===== config.mk =====
export PLATFORM = sky130hd
export DESIGN_NAME = firmware_image_check
export DESIGN_NICKNAME = d
export VERILOG_FILES = /design/src/design/fic_pkg.sv /design/src/design/fic_in_stage.sv /design/src/design/fic_accum.sv /design/src/design/fic_out_stage.sv /design/src/design/firmware_image_check.sv
export SDC_FILE = /design/constraint.sdc
export NUM_CORES = 1
export LEC_CHECK = 0
export BUFFER_PORTS_ARGS = -buffer_cell sky130_fd_sc_hd__buf_4
export CAP_MARGIN = 0
export CORE_MARGIN = 2
export CORE_UTILIZATION = 45
export CTS_BUF_LIST = sky130_fd_sc_hd__clkbuf_16
export DETAILED_ROUTE_END_ITERATION = 8
export GPL_ROUTABILITY_DRIVEN = 0
export SYNTH_ARGS = -nofsm -noshare
export SYNTH_HDL_FRONTEND = slang
export SYNTH_SLANG_ARGS = --single-unit
export TNS_END_PERCENT = 20

===== constraint.sdc =====
create_clock -name clk -period 12.7 [get_ports clk]
set_input_delay 1.27 -clock clk [delete_from_list [all_inputs] [get_ports clk]]
set_output_delay 1.27 -clock clk [all_outputs]
set_load 0.05 [all_outputs]

===== src/design/fic_pkg.sv =====
// Shared types, constants and the CRC byte update for the firmware image check.
package fic_pkg;

  // Saturation point of the byte counter is 2**COUNT_BITS.
  localparam int COUNT_BITS = 24;
  localparam int CNT_W      = COUNT_BITS + 1;
  localparam int MAX_SIZE_W = 24;
  localparam int OUT_CNT_W  = 25;
  localparam int CMP_W      = (CNT_W > MAX_SIZE_W) ? CNT_W : MAX_SIZE_W;

  localparam logic [CNT_W-1:0]      COUNT_LIMIT    = CNT_W'(1) << COUNT_BITS;
  localparam logic [MAX_SIZE_W-1:0] MAX_SIZE_RESET = MAX_SIZE_W'(65536);

  localparam logic [31:0] CRC_POLY = 32'hEDB8_8320;
  localparam logic [31:0] CRC_INIT = 32'hFFFF_FFFF;
  localparam logic [31:0] SP_MASK  = 32'hFFFF_0000;
  localparam logic [31:0] SP_BASE  = 32'h2000_0000;

  // Result status codes.
  localparam logic [1:0] STATUS_OK       = 2'd0;
  localparam logic [1:0] STATUS_SIZE_ERR = 2'd1;
  localparam logic [1:0] STATUS_HDR_ERR  = 2'd2;

  // One request: an image byte with its markers.
  typedef struct packed {
    logic [7:0] data_byte;
    logic       has_byte;
    logic       is_last;
  } req_t;

  // One result: the verdict on a whole image.
  typedef struct packed {
    logic [1:0]           status;
    logic [31:0]          checksum;
    logic [OUT_CNT_W-1:0] byte_count;
  } res_t;

  // Reflected CRC-32 update by one byte, eight bit steps unrolled.
  function automatic logic [31:0] crc_byte(input logic [31:0] crc, input logic [7:0] b);
    logic [31:0] c;
    c = crc ^ {24'd0, b};
    for (int k = 0; k < 8; k++) begin
      c = c[0] ? ((c >> 1) ^ CRC_POLY) : (c >> 1);
    end
    return c;
  endfunction

endpackage


===== src/design/fic_in_stage.sv =====
// Input register stage: holds one request until the accumulator takes it.
module fic_in_stage (
  input  logic          clk,
  input  logic          rst,
  input  logic          byte_valid,
  output logic          byte_stall,
  input  fic_pkg::req_t byte_data,
  output logic          hold_valid,
  output fic_pkg::req_t hold_data,
  input  logic          take
);

  logic load;

  // The register is free when empty or when its request is taken this cycle.
  assign byte_stall = hold_valid && !take;
  assign load       = byte_valid && !byte_stall;

  // Valid flag.
  always_ff @(posedge clk) begin
    if (rst) begin
      hold_valid <= 1'b0;
    end else if (load) begin
      hold_valid <= 1'b1;
    end else if (take) begin
      hold_valid <= 1'b0;
    end
  end

  // Payload.
  always_ff @(posedge clk) begin
    if (load) begin
      hold_data <= byte_data;
    end
  end

endmodule


===== src/design/fic_accum.sv =====
// Per-image state: byte count, header word and CRC, plus the final verdict.
module fic_accum (
  input  logic                               clk,
  input  logic                               rst,
  input  logic                               max_size_wr,
  input  logic [fic_pkg::MAX_SIZE_W-1:0]     max_size,
  input  logic                               hold_valid,
  input  fic_pkg::req_t                      hold_data,
  input  logic                               slot_free,
  output logic                               take,
  output logic                               res_valid,
  output fic_pkg::res_t                      res_data
);

  logic [fic_pkg::MAX_SIZE_W-1:0] max_size_q;
  logic [31:0]                    crc_accum;
  logic [fic_pkg::CNT_W-1:0]      bytes_seen;
  logic [31:0]                    header_word;

  logic [31:0]                    crc_next;
  logic [fic_pkg::CNT_W-1:0]      count_next;
  logic [31:0]                    header_next;
  logic                           size_bad;
  logic                           hdr_bad;

  // A last request needs room in the output register; others go straight through.
  assign take      = hold_valid && (!hold_data.is_last || slot_free);
  assign res_valid = take && hold_data.is_last;

  // Size limit register.
  always_ff @(posedge clk) begin
    if (rst) begin
      max_size_q <= fic_pkg::MAX_SIZE_RESET;
    end else if (max_size_wr) begin
      max_size_q <= max_size;
    end
  end

  // Fold the byte, if any, into count, header and CRC.
  always_comb begin
    crc_next    = crc_accum;
    count_next  = bytes_seen;
    header_next = header_word;
    if (hold_data.has_byte) begin
      crc_next = fic_pkg::crc_byte(crc_accum, hold_data.data_byte);
      if (bytes_seen < fic_pkg::CNT_W'(4)) begin
        case (bytes_seen[1:0])
          2'd0:    header_next[7:0]   = hold_data.data_byte;
          2'd1:    header_next[15:8]  = hold_data.data_byte;
          2'd2:    header_next[23:16] = hold_data.data_byte;
          default: header_next[31:24] = hold_data.data_byte;
        endcase
      end
      if (bytes_seen < fic_pkg::COUNT_LIMIT) begin
        count_next = bytes_seen + fic_pkg::CNT_W'(1);
      end
    end
  end

  // Verdict on the image as it stands after this request.
  always_comb begin
    size_bad = (count_next == '0) ||
               (fic_pkg::CMP_W'(count_next) > fic_pkg::CMP_W'(max_size_q));
    hdr_bad  = (count_next < fic_pkg::CNT_W'(4)) ||
               ((header_next & fic_pkg::SP_MASK) != fic_pkg::SP_BASE);
    res_data.byte_count = fic_pkg::OUT_CNT_W'(count_next);
    res_data.checksum   = '0;
    if (size_bad) begin
      res_data.status = fic_pkg::STATUS_SIZE_ERR;
    end else if (hdr_bad) begin
      res_data.status = fic_pkg::STATUS_HDR_ERR;
    end else begin
      res_data.status   = fic_pkg::STATUS_OK;
      res_data.checksum = crc_next ^ fic_pkg::CRC_INIT;
    end
  end

  // Image state; a last request starts the next image from scratch.
  always_ff @(posedge clk) begin
    if (rst) begin
      crc_accum   <= fic_pkg::CRC_INIT;
      bytes_seen  <= '0;
      header_word <= '0;
    end else if (take) begin
      if (hold_data.is_last) begin
        crc_accum   <= fic_pkg::CRC_INIT;
        bytes_seen  <= '0;
        header_word <= '0;
      end else begin
        crc_accum   <= crc_next;
        bytes_seen  <= count_next;
        header_word <= header_next;
      end
    end
  end

endmodule


===== src/design/fic_out_stage.sv =====
// Output register: holds a result until the receiver takes it.
module fic_out_stage (
  input  logic          clk,
  input  logic          rst,
  input  logic          res_valid,
  input  fic_pkg::res_t res_data,
  output logic          slot_free,
  output logic          result_valid,
  input  logic          result_stall,
  output fic_pkg::res_t result_data
);

  // Free when empty or when its result leaves this cycle.
  assign slot_free = !result_valid || !result_stall;

  // Valid flag.
  always_ff @(posedge clk) begin
    if (rst) begin
      result_valid <= 1'b0;
    end else if (res_valid) begin
      result_valid <= 1'b1;
    end else if (!result_stall) begin
      result_valid <= 1'b0;
    end
  end

  // Payload.
  always_ff @(posedge clk) begin
    if (res_valid) begin
      result_data <= res_data;
    end
  end

endmodule


===== src/design/firmware_image_check.sv =====
// Top level of the firmware image check.
//
// An image arrives one byte per request on the byte channel (valid/stall),
// with is_last on its final request; that request may carry a byte or not.
// Each last request yields one result on the result channel: status, the
// CRC-32 of the image (reflected, polynomial 0xEDB88320) when status is ok,
// and the saturating byte count. Other requests yield nothing.
// Throughput is one request per cycle unless a last request waits on the
// output register. A request is registered at accept and folded into the
// image state when taken, which also loads any verdict into result_data.
// The CRC byte update is the longest path: eight unrolled bit steps.
// The user must write max_size with max_size_wr only while no image is in flight; the block does not enforce it.
// Synchronous reset empties both registers, restarts the image state and
// sets max_size to 65536. While the receiver stalls, the held result stays
// put; non-last requests keep flowing, and a last request waits in the
// input register, which then stalls the byte channel.
module firmware_image_check (
  input  logic                           clk,
  input  logic                           rst,
  input  logic                           max_size_wr,
  input  logic [fic_pkg::MAX_SIZE_W-1:0] max_size,
  input  logic                           byte_valid,
  output logic                           byte_stall,
  input  fic_pkg::req_t                  byte_data,
  output logic                           result_valid,
  input  logic                           result_stall,
  output fic_pkg::res_t                  result_data
);

  logic          hold_valid;
  fic_pkg::req_t hold_data;
  logic          take;
  logic          slot_free;
  logic          res_valid;
  fic_pkg::res_t res_data;

  fic_in_stage u_in (
    .clk        (clk),
    .rst        (rst),
    .byte_valid (byte_valid),
    .byte_stall (byte_stall),
    .byte_data  (byte_data),
    .hold_valid (hold_valid),
    .hold_data  (hold_data),
    .take       (take)
  );

  fic_accum u_accum (
    .clk         (clk),
    .rst         (rst),
    .max_size_wr (max_size_wr),
    .max_size    (max_size),
    .hold_valid  (hold_valid),
    .hold_data   (hold_data),
    .slot_free   (slot_free),
    .take        (take),
    .res_valid   (res_valid),
    .res_data    (res_data)
  );

  fic_out_stage u_out (
    .clk          (clk),
    .rst          (rst),
    .res_valid    (res_valid),
    .res_data     (res_data),
    .slot_free    (slot_free),
    .result_valid (result_valid),
    .result_stall (result_stall),
    .result_data  (result_data)
  );

endmodule


==> reports/results.txt <==
outcome = finished clean
1st-iter DRT viols = 592
CTS root buf = clkbuf_16
syn nets = 976
# clock sinks = 168
num rows = 50
crit end category = register
Setup CP Type = register to register
Min-Delay Startpoint = u_accum.max_size_q[21]$_SDFFE_PP0P_
number of flops mapped to enable cells by yosys = 69
Finished Layout Cells = 1,246
Unique masters post-synth = 57
Filler cells = 1,767
most frequent cells in the layout = buf_4 (108), dfxtp_1 (99), nor2_1 (97), nand2_1 (88), edfxtp_1 (69)
die area = 0.02057 sq mm
CP max FO = 70
htree depth = 4
port bufs = 99
ant diodes = 0
Post-CTS Setup Bufs = 0
number of I/O pins = 100
post-synthesis cell count = 911
fin util = 0.5386
Detailed Place HPWL = 14.68 mm
Fin Setup TNS = 0 ps
syn_area_per_cell = 9.603 sq um
static leakage = 0.004085 uW
hold endpoint = u_accum.max_size_q[21]$_SDFFE_PP0P_
Top Layer Used = met4
Max Slew Vio Count = 0
routed via count = 6,789
critical path, cell by cell = buf_4 -> nand3b_1 -> or3_1 -> nor2_1 -> and4_1 -> xor2_1 -> ha_1 -> a21o_1 -> a21o_1 -> a21oi_1 -> o21ai_0 -> o21ai_0 -> a21o_1 -> and4_1
unrepaired setup endpoints after global routing = no
Critical Path Start Type = register
gr usage total = 0.2156
final hold vios = 0
register bit total from synthesis = 168
WL met2 = 8.938 mm
vias in the first global route = 6,331
clk_lat worst skew = 430 ps
CTS buffer count = 17
area occupied by multi-input gates = 0.004267 sq mm
wire length on met1 = 11.35 mm
reg2reg setup slack = 7810 ps
Seq/Total Area, Yosys = 0.4634
initial antenna violation count = 0
Die Wd = 143.4 microns
worst r2r path cells = 14
endpoints failing setup = 0
initial core utilization = 0.4630
Via density = 5.449
Worst-path clk slew = 70 ps
Reg-to-Reg Start = u_in.hold_data[1]$_DFFE_PP_
fmax = 204.4 MHz
DR pass1 iterations = 5
Arr. time, crit path = 5180 ps
# DRC = 0
Period minus WS final = 4893 ps
async set-reset flop share out of synthesis = 0
Slew HR = 0.2626
worst clock skew = 6.905 ps
area grow syn2layout = 16.32%
Slowest-stage cell, CP = a21o_1
final critical-path share of the clock period = 0.3853
largest net degree at the start of global routing = 71
power per cell area = 129.3 mW/mm^2
wirelength, routed = 21.71 mm
routed len/inst = 17.43 microns
most common cell after layout, fill and taps aside = buf_4
worst-margin pin slew = 1106 ps
worst path required time = 12,990 ps
max_cap viols = 0
CTS tree = done
Layout Nets = 1,038
core footprint = 0.01889 sq mm
post-cts resize count = 0
placed insts = 1,214
layout cells sized above 1 = 0.1511
met3 routed WL = 1.163 mm
Routed Antenna Nets = 0
hold buffers post-CTS = 0
register area = 0.004054 sq mm
Chip Height = 143.4 microns
Post-synth top flop = dfxtp_1
maximum VDD drop = 0.09367 mV
first-pass GRT wire length = 34.73 mm
Max Buffers Root-to-Sink = 2
cell mode on critical path = a21o_1
grt total ovfl = 0
hold path cells = 2
Hold Crit Class = register to register
Yosys warnings = 0
Crit path largest cell delay = 670 ps
FF-to-FF End = u_out.result_data[35]$_SDFFCE_PP0P_
synthesized cell area = 0.008748 sq mm
Power Total = 1315 uW
-- registers in the layout, indices dropped and copies added, names as in the netlist --
| signal | count |
|---|---|
| u_accum.max_size_q | 24 |
| u_in.hold_valid | 1 |
| u_in.hold_data | 10 |
| u_out.result_data | 59 |
| u_accum.bytes_seen | 25 |
| u_out.result_valid | 1 |
| u_accum.crc_accum | 32 |
| u_accum.header_word | 16 |
-- critical path, delay by kind of cell, from the launching register on --
| kind | cells | cell delay, ps |
|---|---|---|
| adder cells (fa/ha/maj) | 1 | 300 |
| buffers and inverters | 1 | 510 |
| AND/OR/NAND/NOR | 5 | 1750 |
| XOR/XNOR | 1 | 260 |
| flip-flops | 1 | 320 |
| AO/OA/AOI/OAI | 6 | 1570 |
-- logic make-up (layout without fill, tap and decap cells) --
kind of cell	after synthesis	count (layout)	synth area share
buffers and inverters	103	178	0.04977
adders and majority gates	26	26	0.03719
AOI/OAI and AO/OA	164	164	0.1204
DFF	168	168	0.4634
muxes	27	27	0.03089
xor gates and xnor gates	97	97	0.1035
and+or+nand+nor	326	326	0.1948
-- area by class of cell --
class,count,area share
multi-input combinational,640,0.4193
clock buffer,17,0.04181
sequential,168,0.3984
timing repair buffer,108,0.07968
clock inverter,15,0.01488
tap,260,0.03197
inverter,38,0.01402
-- metal layers --
layer  track usage  up-vias
li1              -     3380
met1        0.3441     3171
met2        0.2972      216
met3       0.03599       22
met4       0.05676        0
met5             0        -
-- where the power goes --
| group | switching (uW) | leakage [uW] | total, uW | internal [uW] |
|---|---|---|---|---|
| registers | 13.5 | 0.00149 | 590 | 576 |
| clock network | 225 | 0.000271 | 515 | 290 |
| logic | 125 | 0.00232 | 210 | 84.8 |
| total | 364 | 0.00408 | 1320 | 951 |
-- worst max-delay path by stage --
stage / startpoint / end / slack (ps) / cells past startpoint
global placement: u_in.hold_data[1]$_DFFE_PP_ / u_out.result_data[26]$_SDFFCE_PP0P_ / 8010 / 14
finish: u_in.hold_data[1]$_DFFE_PP_ / u_out.result_data[35]$_SDFFCE_PP0P_ / 7810 / 14
global route: u_in.hold_data[1]$_DFFE_PP_ / u_out.result_data[46]$_SDFFCE_PP0P_ / 7540 / 14
detailed placement: u_in.hold_data[1]$_DFFE_PP_ / u_out.result_data[46]$_SDFFCE_PP0P_ / 7890 / 14
floorplan: result_stall / u_accum.crc_accum[31]$_SDFFE_PP1P_ / 7910 / 6
CTS: u_in.hold_data[1]$_DFFE_PP_ / u_out.result_data[46]$_SDFFCE_PP0P_ / 7860 / 14
-- stage by stage --
stage	setup WS (ps)	hold slack, ps	instance area, sq um
floorplan	7906	460.4	8748
global placement	8013	472.6	9599
detailed placement	7892	480.7	9599
CTS	7857	497.6	10180
global route	7541	511.4	10180
finish	7807	493.5	10180
-- Yosys cell counts (2+ instances only) --
cell       count  area share
and2_1         5      0.0036
a21o_1         5      0.0043
o21a_1         4      0.0034
or3_1          9      0.0064
clkbuf_1      48       0.021
nand3_1       18       0.010
nor2_1        98       0.042
a211oi_1       4      0.0034
o211ai_1      31       0.027
and3_1         3      0.0021
nand2b_1       2      0.0014
xnor3_1        3      0.0077
nor3b_1        3      0.0026
nand3b_1       2      0.0017
o21ai_1        2      0.0011
o31ai_1        2      0.0017
buf_6          6      0.0077
nand4b_1       3      0.0030
mux2i_1       27       0.031
dfxtp_1       99        0.23
or4_1          2      0.0017
o2111ai_1      2      0.0020
a31oi_1        4      0.0029
xnor2_1       61       0.061
nor4b_1        9      0.0090
and4_1        24       0.024
a21oi_1       33       0.019
nor3_1        20       0.011
edfxtp_1      69        0.24
nand4_1       13      0.0093
nand2_1       88       0.038
xor2_1        32       0.032
a22oi_1       26       0.022
nor4_1        17       0.012
buf_1          8      0.0034
inv_1         37       0.016
ha_1          26       0.037
buf_2          3      0.0017
o21ai_0       44       0.025
nor4_4         2      0.0049
Power figures use the tool's default switching activity.
